## src/sv/fqd_pkg.sv

```systemverilog
// Shared types, codes and hex helpers for the form query decoder.
`timescale 1ns / 1ps
`default_nettype none
package fqd_pkg;

  localparam int unsigned MaxRes = 4;

  localparam logic [7:0] ChPct   = 8'h25;  // '%'
  localparam logic [7:0] ChPlus  = 8'h2B;  // '+'
  localparam logic [7:0] ChEq    = 8'h3D;  // '='
  localparam logic [7:0] ChAmp   = 8'h26;  // '&'
  localparam logic [7:0] ChSpace = 8'h20;  // ' '
  localparam logic [7:0] HexBase = 8'h10;

  typedef enum logic [1:0] {
    KIND_NAME  = 2'd0,
    KIND_VALUE = 2'd1,
    KIND_MARK  = 2'd2
  } kind_e;

  // escape progress, one-hot
  typedef enum logic [2:0] {
    ESC_NONE  = 3'b001,
    ESC_PCT   = 3'b010,
    ESC_DIGIT = 3'b100
  } esc_e;

  typedef struct packed {
    kind_e      kind;
    logic [7:0] dat;
    logic       keep;
  } res_t;

  // all results caused by one input transaction
  typedef struct packed {
    res_t [MaxRes-1:0] res;
    logic [2:0]        cnt;
  } batch_t;

  function automatic logic is_hex(input logic [7:0] b);
    is_hex = (b >= 8'h30 && b <= 8'h39) || (b >= 8'h61 && b <= 8'h66) ||
             (b >= 8'h41 && b <= 8'h46);
  endfunction

  function automatic logic [3:0] hex_val(input logic [7:0] b);
    logic [7:0] v;
    v = 8'h00;
    if (b >= 8'h30 && b <= 8'h39) v = b - 8'h30;
    else if (b >= 8'h61 && b <= 8'h66) v = b - 8'h57;
    else if (b >= 8'h41 && b <= 8'h46) v = b - 8'h37;
    hex_val = v[3:0];
  endfunction

endpackage
`default_nettype wire

```

## src/sv/fqd_core.sv

```systemverilog
// Decode state and per-byte result list generation.
`timescale 1ns / 1ps
`default_nettype none
module fqd_core (
  input  wire logic            clk_i,
  input  wire logic            rst_ni,
  input  wire logic            acc_i,
  input  wire logic [7:0]      byte_i,
  input  wire logic            final_i,
  output fqd_pkg::batch_t      batch_o
);

  logic             ivp_q, ivp_d;
  logic             vs_q, vs_d;
  fqd_pkg::esc_e    esc_q, esc_d;
  logic [7:0]       hd_q, hd_d;

  always_comb begin
    fqd_pkg::batch_t b;
    fqd_pkg::kind_e  ck;
    logic            hex;
    logic            do_plain;
    logic            ended;
    b        = '0;
    ck       = ivp_q ? fqd_pkg::KIND_VALUE : fqd_pkg::KIND_NAME;
    hex      = fqd_pkg::is_hex(byte_i);
    do_plain = 1'b0;
    ended    = 1'b0;
    ivp_d    = ivp_q;
    vs_d     = vs_q;
    esc_d    = esc_q;
    hd_d     = hd_q;

    unique case (esc_q)
      fqd_pkg::ESC_PCT: begin
        if (hex) begin
          hd_d  = byte_i;
          esc_d = fqd_pkg::ESC_DIGIT;
        end else begin
          b.res[b.cnt[1:0]] = '{ck, fqd_pkg::ChPct, 1'b0};
          b.cnt = b.cnt + 3'd1;
          esc_d = fqd_pkg::ESC_NONE;
          do_plain = 1'b1;
        end
      end
      fqd_pkg::ESC_DIGIT: begin
        if (hex) begin
          b.res[b.cnt[1:0]] = '{ck, {fqd_pkg::hex_val(hd_q), fqd_pkg::hex_val(byte_i)},
                                1'b0};
          b.cnt = b.cnt + 3'd1;
        end else begin
          b.res[b.cnt[1:0]] = '{ck, fqd_pkg::ChPct, 1'b0};
          b.cnt = b.cnt + 3'd1;
          b.res[b.cnt[1:0]] = '{ck, hd_q, 1'b0};
          b.cnt = b.cnt + 3'd1;
          do_plain = 1'b1;
        end
        esc_d = fqd_pkg::ESC_NONE;
        hd_d  = 8'h00;
      end
      default: begin
        esc_d    = fqd_pkg::ESC_NONE;
        do_plain = 1'b1;
      end
    endcase

    if (do_plain) begin
      if (byte_i == fqd_pkg::ChAmp) begin
        b.res[b.cnt[1:0]] = '{fqd_pkg::KIND_MARK, 8'h00, ivp_d & vs_d};
        b.cnt = b.cnt + 3'd1;
        ended = 1'b1;
        ivp_d = 1'b0;
        vs_d  = 1'b0;
        esc_d = fqd_pkg::ESC_NONE;
        hd_d  = 8'h00;
      end else if (!ivp_d && byte_i == fqd_pkg::ChEq) begin
        ivp_d = 1'b1;
      end else begin
        if (ivp_d) vs_d = 1'b1;
        if (byte_i == fqd_pkg::ChPct) begin
          esc_d = fqd_pkg::ESC_PCT;
        end else begin
          b.res[b.cnt[1:0]] = '{ivp_d ? fqd_pkg::KIND_VALUE : fqd_pkg::KIND_NAME,
                                (byte_i == fqd_pkg::ChPlus) ? fqd_pkg::ChSpace : byte_i,
                                1'b0};
          b.cnt = b.cnt + 3'd1;
        end
      end
    end

    // end of query: flush pending escape, close the pair, clear state
    if (final_i) begin
      ck = ivp_d ? fqd_pkg::KIND_VALUE : fqd_pkg::KIND_NAME;
      if (esc_d == fqd_pkg::ESC_PCT || esc_d == fqd_pkg::ESC_DIGIT) begin
        b.res[b.cnt[1:0]] = '{ck, fqd_pkg::ChPct, 1'b0};
        b.cnt = b.cnt + 3'd1;
      end
      if (esc_d == fqd_pkg::ESC_DIGIT) begin
        b.res[b.cnt[1:0]] = '{ck, hd_d, 1'b0};
        b.cnt = b.cnt + 3'd1;
      end
      if (!ended) begin
        b.res[b.cnt[1:0]] = '{fqd_pkg::KIND_MARK, 8'h00, ivp_d & vs_d};
        b.cnt = b.cnt + 3'd1;
      end
      ivp_d = 1'b0;
      vs_d  = 1'b0;
      esc_d = fqd_pkg::ESC_NONE;
      hd_d  = 8'h00;
    end
    batch_o = b;
  end

  always_ff @(posedge clk_i or negedge rst_ni) begin
    if (!rst_ni) begin
      ivp_q <= 1'b0;
      vs_q  <= 1'b0;
      esc_q <= fqd_pkg::ESC_NONE;
      hd_q  <= 8'h00;
    end else if (acc_i) begin
      ivp_q <= ivp_d;
      vs_q  <= vs_d;
      esc_q <= esc_d;
      hd_q  <= hd_d;
    end
  end

endmodule
`default_nettype wire

```

## src/sv/fqd_obuf.sv

```systemverilog
// Result register holding one transaction's results, drained one per cycle while m_ready_i is high.
`timescale 1ns / 1ps
`default_nettype none
module fqd_obuf (
  input  wire logic            clk_i,
  input  wire logic            rst_ni,
  input  wire logic            load_i,
  input  wire fqd_pkg::batch_t batch_i,
  input  wire logic            m_ready_i,
  output logic                 s_ready_o,
  output logic                 m_valid_o,
  output fqd_pkg::res_t        res_o,
  output logic                 last_o
);

  fqd_pkg::res_t [fqd_pkg::MaxRes-1:0] res_q;
  logic [2:0] cnt_q, cnt_d;
  logic [1:0] rd_q, rd_d;
  logic       take;

  assign m_valid_o = (cnt_q != 3'd0);
  assign take      = m_valid_o & m_ready_i;
  assign s_ready_o = (cnt_q == 3'd0) || (cnt_q == 3'd1 && m_ready_i);
  assign res_o     = res_q[rd_q];
  assign last_o    = (cnt_q == 3'd1);

  always_comb begin
    cnt_d = cnt_q;
    rd_d  = rd_q;
    if (load_i) begin
      cnt_d = batch_i.cnt;
      rd_d  = 2'd0;
    end else if (take) begin
      cnt_d = cnt_q - 3'd1;
      rd_d  = rd_q + 2'd1;
    end
  end

  always_ff @(posedge clk_i or negedge rst_ni) begin
    if (!rst_ni) begin
      cnt_q <= 3'd0;
      rd_q  <= 2'd0;
    end else begin
      cnt_q <= cnt_d;
      rd_q  <= rd_d;
    end
  end

  always_ff @(posedge clk_i) begin
    if (load_i) res_q <= batch_i.res;
  end

endmodule
`default_nettype wire

```

## src/sv/form_query_decoder.sv

```systemverilog
// Top level of the form-urlencoded query decoder.
//
//  port group   dir  tdata                          tuser          tlast
//  s_axis_*     in   [7:0] raw byte                 -              last byte of query
//  m_axis_*     out  [7:0] byte, [8] pair keep      [1:0] kind     last result of a byte
//
// One input transaction per cycle while s_axis_tready_o is high: the decode is
// one combinational pass from the decode state and the incoming byte into a
// result register of up to four entries. Most bytes give zero or one result and
// stream at one per cycle while the output is ready; a byte that gives more
// results holds s_axis_tready_o low while the result register drains. The input
// stays ready while the last pending result is taken. Reset clears the decode
// state and empties the result register; no result is pending after reset.
`timescale 1ns / 1ps
`default_nettype none
module form_query_decoder (
  input  wire logic        clk_i,
  input  wire logic        rst_ni,
  input  wire logic        s_axis_tvalid_i,
  output logic             s_axis_tready_o,
  input  wire logic [7:0]  s_axis_tdata_i,   // [7:0] in_byte
  input  wire logic        s_axis_tlast_i,   // in_final
  output logic             m_axis_tvalid_o,
  input  wire logic        m_axis_tready_i,
  output logic [15:0]      m_axis_tdata_o,   // [7:0] out_byte, [8] pair_keep, rest zero
  output logic [1:0]       m_axis_tuser_o,   // [1:0] out_kind
  output logic             m_axis_tlast_o    // run_last
);

  logic            acc;
  fqd_pkg::batch_t batch;
  fqd_pkg::res_t   res;

  // input transaction accepted
  assign acc = s_axis_tvalid_i & s_axis_tready_o;

  fqd_core u_core (
    .clk_i   (clk_i),
    .rst_ni  (rst_ni),
    .acc_i   (acc),
    .byte_i  (s_axis_tdata_i),
    .final_i (s_axis_tlast_i),
    .batch_o (batch)
  );

  fqd_obuf u_obuf (
    .clk_i     (clk_i),
    .rst_ni    (rst_ni),
    .load_i    (acc),
    .batch_i   (batch),
    .m_ready_i (m_axis_tready_i),
    .s_ready_o (s_axis_tready_o),
    .m_valid_o (m_axis_tvalid_o),
    .res_o     (res),
    .last_o    (m_axis_tlast_o)
  );

  assign m_axis_tdata_o = {7'd0, res.keep, res.dat};
  assign m_axis_tuser_o = res.kind;

endmodule
`default_nettype wire
```

## config.mk

```make
export PLATFORM = sky130hd
export DESIGN_NAME = form_query_decoder
export DESIGN_NICKNAME = d
export VERILOG_FILES = /design/src/sv/fqd_pkg.sv /design/src/sv/fqd_core.sv /design/src/sv/fqd_obuf.sv /design/src/sv/form_query_decoder.sv
export SDC_FILE = /design/constraint.sdc
export NUM_CORES = 1
export LEC_CHECK = 0
export ABC_AREA = 1
export BUFFER_PORTS_ARGS = -buffer_cell sky130_fd_sc_hd__buf_2
export CAP_MARGIN = 5
export CORE_MARGIN = 2
export CORE_UTILIZATION = 50
export CTS_BUF_LIST = sky130_fd_sc_hd__clkbuf_2 sky130_fd_sc_hd__clkbuf_4 sky130_fd_sc_hd__clkbuf_8
export CTS_CLUSTER_DIAMETER = 30
export DETAILED_ROUTE_END_ITERATION = 10
export GPL_TIMING_DRIVEN = 0
export PLACE_DENSITY = 0.68
export SYNTH_ARGS = -nofsm -noshare
export SYNTH_HDL_FRONTEND = slang
export SYNTH_HIERARCHICAL = 1
export SYNTH_SLANG_ARGS = --single-unit
```

## constraint.sdc

```tcl
create_clock -name clk_i -period 5.23 [get_ports clk_i]
set_clock_uncertainty 0.15 [all_clocks]
set_input_delay 1.046 -clock clk_i [delete_from_list [all_inputs] [get_ports clk_i]]
set_output_delay 1.046 -clock clk_i [all_outputs]
set_load 0.03 [all_outputs]
```

==> results of run 1 <==
-- worst paths after layout --
kind | start | end | depth (start not counted)
worst max-delay path | s_axis_tdata_i[1] | u_obuf/res_q[18] | 26
worst min-delay path | u_core/esc_q[0] | u_core/esc_q[0] | 2
worst max register to register | u_core/esc_q[0] | u_obuf/res_q[18] | 21
worst min register to register | u_core/esc_q[0] | u_core/esc_q[0] | 2
max in group asynchronous | rst_ni | u_core/esc_q[0] | 1
min in group asynchronous | rst_ni | u_core/hd_q[2] | 1
-- stage by stage --
stage / power, mW / util, % / hold WS (ns) / setup slack [ns]
final: 2.07 / 57.5 / 0.361 / 0.185
after global routing: 2.20 / 57.5 / 0.409 / -0.00239
after CTS: 2.07 / 57.4 / 0.360 / 0.123
after detailed placement: 1.65 / 55.3 / 0.350 / -0.237
after global placement: 1.62 / 55.0 / 0.343 / -0.195
after floorplan: 1.38 / - / 0.332 / 0.516
-- final cells by class --
cell class | count | area, sq um | share of cell area [%]
Buffer | 23 | 153 | 2.86
Clock inverter | 7 | 73.8 | 1.38
Tap cell | 129 | 161 | 3.02
Multi-Input combinational cell | 467 | 2570 | 48.2
Timing Repair Buffer | 26 | 145 | 2.72
Clock buffer | 9 | 124 | 2.32
Inverter | 89 | 335 | 6.28
Sequential cell | 62 | 1770 | 33.2
-- worst max-delay path: stages --
cell	delay, ns
buf_2	0.14
inv_1	0.15
ha_1	0.21
inv_1	0.09
nand3_1	0.09
nand3_1	0.12
nand2_4	0.14
buf_6	0.18
nand2_1	0.16
nand2_2	0.15
inv_1	0.07
ha_1	0.29
nand2_1	0.08
nand3_2	0.15
ha_1	0.33
inv_1	0.09
o21ai_2	0.08
ha_1	0.27
nand2_1	0.06
o21ai_2	0.10
ha_1	0.18
inv_1	0.04
nor2_1	0.23
nand2_2	0.20
nand2_1	0.22
o22ai_2	0.12
-- registers in the layout (all words and copies together) (netlist names) --
| signal | cells |
|---|---|
| u_core/ivp_q | 1 |
| u_core/hd_q | 8 |
| u_core/vs_q | 1 |
| u_core/esc_q | 3 |
| u_obuf/rd_q | 2 |
| u_obuf/cnt_q | 3 |
| u_obuf/res_q | 44 |
-- report_power, final --
group	switching, mW	internal [mW]
clock network	0.200	0.221
registers	0.0706	0.669
logic	0.646	0.265
-- synthesized netlist by cell type (7+ instances only) --
| cell | number |
|---|---|
| nand2_1 | 149 |
| inv_1 | 71 |
| nor2_1 | 59 |
| edfxtp_1 | 44 |
| o22ai_1 | 44 |
| nand3_1 | 42 |
| ha_1 | 28 |
| o21ai_1 | 28 |
| o21ai_0 | 23 |
| a21oi_1 | 19 |
| dfrtp_1 | 17 |
| inv_2 | 17 |
| nand2_2 | 12 |
| nand3_2 | 10 |
| buf_4 | 9 |
| nand4_1 | 9 |
| buf_2 | 7 |
-- kinds of logic after synthesis --
family	after synthesis
AOI/OAI and AO/OA	125
adders and majority gates	28
and+or+nand+nor	304
xor gates and xnor gates	3
other	1
DFF	62
buffers and inverters	112
-- cell usage in the layout, fill, tap and decap left out, types with 7 or more instances in the layout --
master / instances
o21ai_1: 29
buf_4: 9
nand3_1: 42
conb_1: 7
a21oi_1: 19
nand3_2: 10
inv_2: 18
nand4_1: 9
o22ai_1: 44
nor2_1: 59
inv_1: 70
edfxtp_1: 44
clkbuf_8: 9
nand2_1: 146
buf_2: 32
nand2_2: 15
dfrtp_1: 17
ha_1: 28
o21ai_0: 21
-- metal layers --
metal | track usage (%) | share of wire (%) | wire, um | up-vias
li1 | - | - | - | 2200
met1 | 38.5 | 44 | 6200 | 2113
met2 | 46.0 | 46 | 6460 | 213
met3 | 5.40 | 7.5 | 1050 | 37
met4 | 8.10 | 2.5 | 346 | 0
met5 | 0 | 0 | 0 | -
==> results.txt, run 1 <==
* 1st-iter DRT viols: around 440
* Final Net Count: 719
- The mapped netlist covers 0.00480 sq mm.
- Share of the yosys chip area belonging to registers: 36.9%
- Static timing analysis puts the maximum clock frequency at 198 MHz.
- Leak: between 2 and 3 nW
- Clock-pin slew was measured on the worst setup and hold paths at 0.08 ns.
- After synthesis, the largest area contributor takes up 27.5% of total cell area.
- The flow ran to the end, and the final reports show no timing, DRC or antenna violations.
- Wires add up to 14100 um.
- The number of antenna violations at the first check in global routing came to 0.
- Relative to the synthesized area, the layout overhead comes to 11.2%.
- Xor/xnor cell area share of the yosys netlist: less than 1%
* Synth unique cells: 40
- Aggregate global routing overflow: 0
* Reg-to-reg slack, setup: between 1 and 1.5 ns
- TritonCTS built the clock tree.
* Worst Setup End Kind: flop
* Adder and majority cell fraction of the synthesized area: 7.30%
* Number of synthesized flops with an enable pin: 44
- Final period util: around 96%
- At the worst endpoint, the arrival time is 4.98 ns.
- The clock tree synthesis step divided the H-tree into 3 levels.
* WL/cell: 17.3 um
- IR drop worst, VDD: 0.185 mV
* Maximum count of clock buffers along a single path: 2
- Worst path required time: 5.17 ns
- Dividing the synthesized area by the synthesized cell count gives 7.56 sq um.
- The filler cells instantiated in the layout total 896.
* Via count: 4563
* FF+latch count, synth: 62
* Number of CTS-inserted buffers: 9
* Dpl cell area: 0.00513 sq mm
- Entering global routing, the biggest net connects 43 pins.
* Y dimension of the die: ~100 um
* Syn. warnings: 6
* HP Class: reg2reg
- Cell Pwr Density: 388 mW/mm^2
- The number of max-slew violations in the final report was 0.
* RD Place Congestion: a little under 1
- Setup violations remaining at the end of the flow were counted as 0.
- Of all cell types, the one taking the most synthesized area is edfxtp_1.
- Along the worst path, the maximum fanout reaches 10.
* Time the final worst path needs with I/O delays and setup: around 5.0 ns
- In the final layout, the share of cells above drive strength 1 is roughly a fifth.
- Global routing used around 28% of the available tracks across all layers.
- Including well taps, the total number of placed cells is between 700 and 800.
- Of the total synthesized cell area, the portion taken by AND, OR, NAND and NOR gates is 30.0%.
* Count of mapped cells out of synthesis: 635
- The number of global-route vias before repair came to around 4.2k.
- 34 I/O pins were placed.
- The floorplan step set the die width to 102 um.
- Of the post-synthesis cell area, the part taken by muxes is 0%.
* Hold_buf cts: 0
- For the final routed database, the setup TNS stands at 0 ns.
* Element type at the critical path start: primary input
- Floorplan Core Area: 0.00928 sq mm
* Effective utilization at floorplan: 51.7%
* Most used flip-flop cell after synthesis: edfxtp_1
* Combinational family with the most area after synthesis: simple AND/OR/NAND/NOR gates
- Worst-case headroom to the max-slew limit: 64.5%
- Summed over all nets, the half-perimeter wirelength after detailed placement is between 10000 and 15000 um.
- Number of port buffers: 25
- Final design area excluding fillers: 0.00534 sq mm
- Reported max-cap violation count: 0
- Cell Count, Final, Fillers Out: approximately 810
- The first global-routing pass estimated roughly 22000 um of wire.
- The number of hold-slack violations in the final timing report came to 0.
- Worst-Skew Late Latency: between 0.3 and 0.4 ns
- Worst slew pin tran: 0.533 ns
- Count of TritonRoute iterations in the first routing pass: 6
- Number of gates given a new drive strength after cts: 0
- Yosys attributes the largest share of cell area to edfxtp_1 28%, nand2_1 12%, dfrtp_1 8.9%.
- The die covers 0.0104 sq mm.
* Crit Path Class: in2reg
* Cell row count: 35
- Dividing the detail-routed via count by the number of cells gives 5.62.
- Buffers added to address setup during post-CTS repair amount to 0.
- Summing the areas of all compound-gate instances in the mapped netlist gives about 15% of the synthesized area.
* Clk Tree Root Cell: clkbuf_8
* Number of sinks driven by the clock tree: 62
* # DRC: 0
- 0 antenna diodes ended up in the layout.
- Of all flip-flops after synthesis, the portion carrying an async set or reset was 29.0%.
- Final ANT Viol Nets: 0
Note: power is estimated with default switching activity, not from simulation.
==> inputs of run 2 (changes only) <==
- CORE_UTILIZATION: 50 -> 58
- PLACE_DENSITY: 0.68 -> 0.77
==> run 2 against run 1 <==
Combinational power fell by 1%. Critical path depth is the same. Fmax increased by 2.1%. Critical path type unchanged. Largest cell class unchanged. Highest routed layer unchanged.
==> results.txt, run 2 (synthesis results as in run 1) <==
- Achievable frequency: about 200 MHz
- The path class of the tightest hold or removal check is reg2reg.
- Max reg flops: between 40 and 50
- In the final design database the tool counted ~720 nets.
- Worst Hold Path Cells: 2
- The detailed router placed roughly 4.6k vias in this run.
- Hold Worst Slack: 0.365 ns
* Worst path required time: 5.14 ns
* Capture endpoint of the worst hold path: u_core/esc_q[0]
- The startpoint identified for the worst hold timing path is u_core/esc_q[0].
* Vias per inst: 5.86
* Initial antenna violation count: 0
- The H-tree generated during clock tree synthesis spans 3 levels.
- The filler cells instantiated in the layout total 737.
- The die covers 0.00902 sq mm.
- After clock tree synthesis, the setup repair step added 0 buffers.
- Worst-case setup slack after placement: -0.267 ns
* Cell Pwr Density: approximately 390 mW/mm^2
- Dividing the final minimum period by the clock period gives 94.5%.
* CTS tree: done
- The tree is rooted in a clkbuf_8.
- The number of max-slew violations in the final report is 0.
- # DRC: 0
- Leak: 2.53 nW
- Number of port buffers: 25
- Sequential cell area in the final layout: 0.00177 sq mm
- Pin count of the biggest net entering global routing: 43
* Largest Register: u_obuf/res_q
- For this block, the routed nets add up to around 14000 um of wire.
- Number of CTS-inserted buffers: 9
- IR drop worst, VDD: 0.154 mV
* Area of combinational cells with multiple inputs: 0.00258 sq mm
* Top Ports: 34
- The design draws 2.05 mW.
- Y dimension of the die: 95.0 um
- Final setup violation count: 0
- Across the run, the number of max-cap violations was 0.
* Cell row count: 33
- Clock transition at the registers of the reported paths: 0.07 ns
* Hold_buf cts: 0
* Total negative slack for setup checks: 0 ns
* Cell Count, Final, Fillers Out: 788
- Floorplan Core Area: 0.00813 sq mm
- Worst slew pin tran: 0.574 ns
- Largest registers: u_obuf/res_q x44, u_core/hd_q x8
* Horizontal die dimension: around 95 um
- Element type at the critical path start: primary input
* Worst-Skew Late Latency: 0.34 ns
* Crit Path Class: in2reg
- Along the worst path, the maximum fanout reaches 10.
* # placed instances: 772
- Across all register-to-register paths, the minimum setup slack is 1.13 ns.
* Aggregate global routing overflow: 0
- Layout cells sized above 1: 19.3%
- Detailed placement ended at an HPWL of 10600 um.
- 0 antenna diodes ended up in the layout.
- Count of TritonRoute iterations in the first routing pass: 5
* PnR worst setup slack: 0.289 ns
- Worst reg2reg path endpoint: u_obuf/res_q[5]
- Worst Setup End Kind: flop
* Critical path arrival: 4.85 ns
* WL/cell: between 15 and 20 um
- Most common cell after layout, fill and taps aside: nand2_1
* Time the final worst path needs with I/O delays and setup: 4.94 ns
- The startpoint identified for the worst register-to-register timing path is u_core/esc_q[0].
* Number of sinks driven by the clock tree: 62
* RD Place Congestion: between 0.9 and 1
- For this block, the initial DRC count from the detailed router was 472.
- Number of hold-slack violations in the final timing report: 0
* Number of gates given a new drive strength after cts: 0
- The number of global-route vias before repair is 4129.
- Once the floorplan was initialized, standard cells occupied 59.0% of the core.
* Maximum count of clock buffers along a single path: 2
- The flow ran to the end, and the final reports show no timing, DRC or antenna violations.
- Final ANT Viol Nets: 0
- Most frequent cells in the layout: 146 x nand2_1, 69 x inv_1, 59 x nor2_1
- Global-route wire length before repair: 21300 um
* Worst-case headroom to the max-slew limit: between 60% and 70%
- GRT Resource Usage Total: between 30% and 40%
- The number of cells on the worst reg-to-reg path is 21.
- Synthesis-to-finish area growth: 10.7%
[run 2: how the worst max path moves through the flow]
stage | from | endpoint | slack, ns
6_report | s_axis_tdata_i[0] | u_obuf/res_q[5] | 0.29
5_1_grt | s_axis_tdata_i[1] | u_obuf/cnt_q[2] | -0.01
4_1_cts | s_axis_tdata_i[1] | u_obuf/res_q[5] | 0.08
3_5_place_dp | s_axis_tdata_i[1] | u_obuf/res_q[5] | -0.27
3_3_place_gp | s_axis_tdata_i[1] | u_obuf/res_q[5] | -0.17
2_1_floorplan | s_axis_tdata_i[1] | u_obuf/cnt_q[2] | 0.52
[run 2: critical path, stage by stage]
cell     delay [ns]
buf_2          0.14
inv_1          0.18
ha_1           0.21
nand2_1        0.07
nand3_2        0.10
nand2_4        0.08
nand2_4        0.11
buf_6          0.18
nand2_1        0.15
nand2_2        0.14
inv_1          0.07
ha_1           0.29
nand2_1        0.11
nand3_4        0.12
ha_1           0.31
inv_1          0.09
o21ai_2        0.08
ha_1           0.27
nand2_1        0.06
o21ai_2        0.10
ha_1           0.24
inv_1          0.05
nor2_1         0.19
nand2_2        0.18
nand2_1        0.11
o21ai_0        0.14
[run 2: final cells by class]
type / instances / area share (%)
buffer: 23 / 2.87
clock buffer: 10 / 2.47
clock inverter: 6 / 1.18
inverter: 89 / 6.31
multi-input combinational: 467 / 48.6
sequential: 62 / 33.4
tap: 105 / 2.47
timing repair buffer: 26 / 2.73
[run 2: through the flow]
stage          util [%]  cell area (sq um)
2_1_floorplan         -               4820
3_3_place_gp       62.5               5080
3_5_place_dp       62.7               5100
4_1_cts            65.1               5290
5_1_grt            65.3               5320
6_report           65.3               5320
[run 2: layer usage]
metal / GRT usage (%) / part of all wire [%] / routed length (um) / vias up
met5: 0 / 0 / 0 / -
met4: 10.6 / 3.1 / 427 / 0
met3: 7.66 / 9.5 / 1290 / 41
met2: 51.5 / 46 / 6290 / 265
met1: 42.3 / 41 / 5600 / 2112
li1: - / - / - / 2199
[run 2: where the power goes]
part | internal [mW] | total [mW] | switching, mW
registers | 0.670 | 0.741 | 0.0712
logic | 0.266 | 0.899 | 0.634
clock network | 0.223 | 0.408 | 0.185
total | 1.16 | 2.05 | 0.890
==> inputs of run 3 (changes only) <==
- ABC_AREA: 1 -> unset
- BUFFER_PORTS_ARGS: -buffer_cell sky130_fd_sc_hd__buf_2 -> -buffer_cell sky130_fd_sc_hd__buf_4
- SLEW_MARGIN: unset -> 20
==> run 3 against run 2 <==
The flow now finishes with violations (DRC). Final area is 0.64% higher. Combinational power down 16%. Critical path depth is 7 lower. First-iteration DRC count grew 24%. Worst setup slack worse by 0.11 ns. Routed wire length up 2.0%. Cell count shrank 20%. Area after synthesis down 2.9%. Sequential share of layout area shrank 0.21 points.
==> results.txt, run 3 <==
- Cell Pwr Density: between 300 and 400 mW/mm^2
- Timing would allow up to 198 MHz.
* Number of port buffers: 26
* Leading cell type by number of instances after synthesis: nand2_1
* Floorplan Core Area: 0.00777 sq mm
- Setup violations remaining at the end of the flow were counted as 0.
- Reg-to-reg slack, setup: 0.92 ns
- The routed design has around 14000 um of wire.
* Aggregate global routing overflow: 0
- Measured in cells, the most critical reg-to-reg path has a length of 13.
- Entering global routing, the biggest net connects 35 pins.
- The number of antenna diodes in the final layout is 0.
- Violations in the final reports: DRC
* Final Net Count: 563
* IR drop worst, VDD: between 0.15 and 0.2 mV
- At the pin with the least slew margin, the transition time is about 0.99 ns.
- Clock transition at the registers of the reported paths: 0.08 ns
- GRT Resource Usage Total: 33.5%
- Final ANT Viol Nets: 0
- The library cell used most frequently in the layout, excluding fill and tap cells, is nand2_1.
- Summed over all nets, the half-perimeter wirelength after detailed placement is 10600 um.
* Number of hold-slack violations in the final timing report: 0
- Counting stages on the worst path, the most repeated cell is ha_1.
* Largest Register: u_obuf/res_q
- The tightest hold path in the finished design has a slack of around 0.42 ns.
- The number of antenna violations at the first check in global routing came to 0.
- Synthesis-to-finish area growth: 14.8%
- The largest registers in the layout are u_obuf/res_q x44, u_core/hd_q x8.
- The initial utilization of the core area, before any placement, comes to 60.0%.
- Final-report max-slew violation count: 0
* FF+latch count, synth: between 60 and 70
* 1st-iter DRT viols: 585
- Time the final worst path needs with I/O delays and setup: a little over 5 ns
* Worst reg2reg path endpoint: u_obuf/res_q[9]
- Of the synthesized area, sequential elements account for 38.0%.
* Number of sinks driven by the clock tree: 62
- After detailed routing, the average wire length per cell comes to around 22 um.
- After detailed placement, the total cell area comes to 0.00503 sq mm.
* Horizontal die dimension: 93.6 um
- Final period util: between 90 and 100%
- Critical path, cell by cell: buf_4 > or3b_1 > buf_6 > a211oi_4 > nor2_4 > buf_4 > a21oi_2 > ha_1 > o21ai_0 > o211ai_1 > ha_1 > o21a_1 > ha_1 > o22ai_1 > a21oi_2 > ha_1 > a22o_1 > a211o_1 > o21ai_1
- RD Place Congestion: just under 1
- Number of filler instances in the final layout: around 630
- # DRC: 1
- Global-route wire length before repair: between 20000 and 25000 um
- The number of global-route vias before repair came to 4106.
- Number of synthesized flops with an enable pin: 44
- Post-synth design cell area: 0.00466 sq mm
- The analysis attributes to cell leakage a power of 2.09 nW.
* Count of mapped cells out of synthesis: about 470
* CTS tree: done
* Worst path required time: 5.25 ns
- Averaged over all synthesized cells, the footprint is 9.83 sq um.
- For this design the top-level I/O count stands at 34.
* Number of CTS-inserted buffers: 9
- The die is 93.6 um tall.
- Max reg flops: 44
- RR Startpoint: u_core/ivp_q
- Most used flip-flop cell after synthesis: edfxtp_1
- Cell accounting for the most synthesized area: edfxtp_1
* Via count: 4251
- After routing the design area is 0.00535 sq mm.
- In the layout the commonest cells are 54 x nand2_1, 44 x edfxtp_1, 39 x buf_4.
- The clock tree synthesis step divided the H-tree into 3 levels.
- Of all nets on the critical path, the largest fanout is 8.
- The setup path with the least slack is of type in2reg.
- The netlist uses slightly below 80 different library cells.
* Worst-case headroom to the max-slew limit: roughly 33%
- The worst hold path belongs to the class in2async.
* Cell row count: 32
- The clock passes through at most 2 buffers.
- Hold_buf cts: 0
* Synth top area cells: edfxtp_1 28%, dfrtp_1 9.1%, ha_1 7.5%
- Critical-path cell with the highest stage delay: or3b_1
* Layout cells sized above 1: 20.3%
* Largest stage delay, worst path: a little under 0.4 ns
- Max-cap violations in this run came to 0.
* Critical path arrival: 5.08 ns
- Element type at the critical path start: primary input
- Worst Setup End Kind: flop
* Worst-Skew Late Latency: ~0.35 ns
* Die area: 0.00877 sq mm
- Outcome: finished, violations left
* FFs w/ async S/R, synth: 29.0%
* Count of TritonRoute iterations in the first routing pass: 9
- Clk Tree Root Cell: clkbuf_8
* Area share of the largest cell type after synthesis: ~28%
- Vias per inst: 6.76
- Most numerous cell types in the synthesized netlist: 56 x nand2_1, 44 x edfxtp_1, 29 x o21ai_0, 28 x ha_1, 24 x inv_1
- Yosys printed 6 warnings.
-- run 3: cell count changes after synthesis, sizes merged, moves of 11 or more --
cell   change
a22oi     +12
and2      +13
inv       -63
mux4      +11
nand2    -111
nand3     -42
nor2      -46
o21ai     -21
o22ai     -23
-- run 3: repair_timing --
| action | 4_1_cts | 5_1_grt |
|---|---|---|
| resized for setup | 9 | 10 |
| pin swaps | 3 | 7 |
| buffers inserted | 4 | 2 |
| hold endpoints to repair | 0 | 0 |
| endpoints found under the setup margin | 45 | 26 |
-- run 3: cell families (layout without fill, tap and decap cells) --
family / Yosys count / count (layout) / synth area share (%)
AO/OA/AOI/OAI: 152 / 152 / 23.0
XOR/XNOR: 5 / 5 / 1.10
adder cells (fa/ha/maj): 28 / 28 / 7.52
buffers and inverters: 55 / 102 / 6.28
flip-flops: 62 / 62 / 38.0
multiplexers: 17 / 17 / 7.01
other: 1 / 7 / 0.0805
AND/OR/NAND/NOR: 154 / 154 / 17.0
-- run 3: routing by layer --
| layer | GRT usage, % | vias up | wire, um |
|---|---|---|---|
| li1 | - | 1885 | - |
| met1 | 44.4 | 2033 | 5430 |
| met2 | 54.7 | 283 | 6590 |
| met3 | 6.69 | 50 | 1390 |
| met4 | 12.2 | 0 | 473 |
| met5 | 0 | - | 0 |
-- run 3: critical path, delay by kind of cell --
kind / cells / cell delay, ns
AOI/OAI and AO/OA: 10 / 1.93
and+or+nand+nor: 2 / 0.49
adders and majority gates: 4 / 1.17
buffers and inverters: 3 / 0.46
-- run 3: how the worst max path moves through the flow --
stage                 startpoint          endpoint  slack, ns  cells after the start
6_report       s_axis_tdata_i[7]   u_obuf/res_q[9]       0.18                     19
5_1_grt        s_axis_tdata_i[7]  u_obuf/res_q[35]     -0.009                     23
4_1_cts        s_axis_tdata_i[1]  u_obuf/res_q[26]       0.01                     21
3_5_place_dp   s_axis_tdata_i[1]  u_obuf/res_q[35]      -0.85                     22
3_3_place_gp   s_axis_tdata_i[1]  u_obuf/res_q[35]      -0.82                     22
2_1_floorplan  s_axis_tdata_i[1]  u_obuf/res_q[35]       0.04                     21
-- run 3: report_power, final --
| group | internal, mW | switching (mW) |
|---|---|---|
| Combinational | 0.308 | 0.447 |
| Sequential | 0.649 | 0.0503 |
| Clock | 0.225 | 0.210 |
-- run 3: final cells by class --
type	instances	area, sq um	share of cell area (%)
tap	102	128	2.39
buffer	28	191	3.58
clock buffer	9	124	2.32
sequential	62	1770	33.1
clock inverter	7	80.1	1.50
inverter	25	93.8	1.75
timing repair buffer	33	260	4.87
multi-input combinational	363	2700	50.5
-- run 3: metrics by stage --
step                worst slack [ns]  power, mW  utilization [%]  std cells  setup TNS [ns]
detailed placement            -0.853       1.46             64.8        609          -28.60
CTS                           0.0114       1.89             68.3        627               0
floorplan                     0.0371       1.22                -        480               0
global placement              -0.816       1.43             64.5        608          -26.27
finish                         0.178       1.89             68.9        629               0
global route                -0.00878       1.98             68.9        629        -0.00878
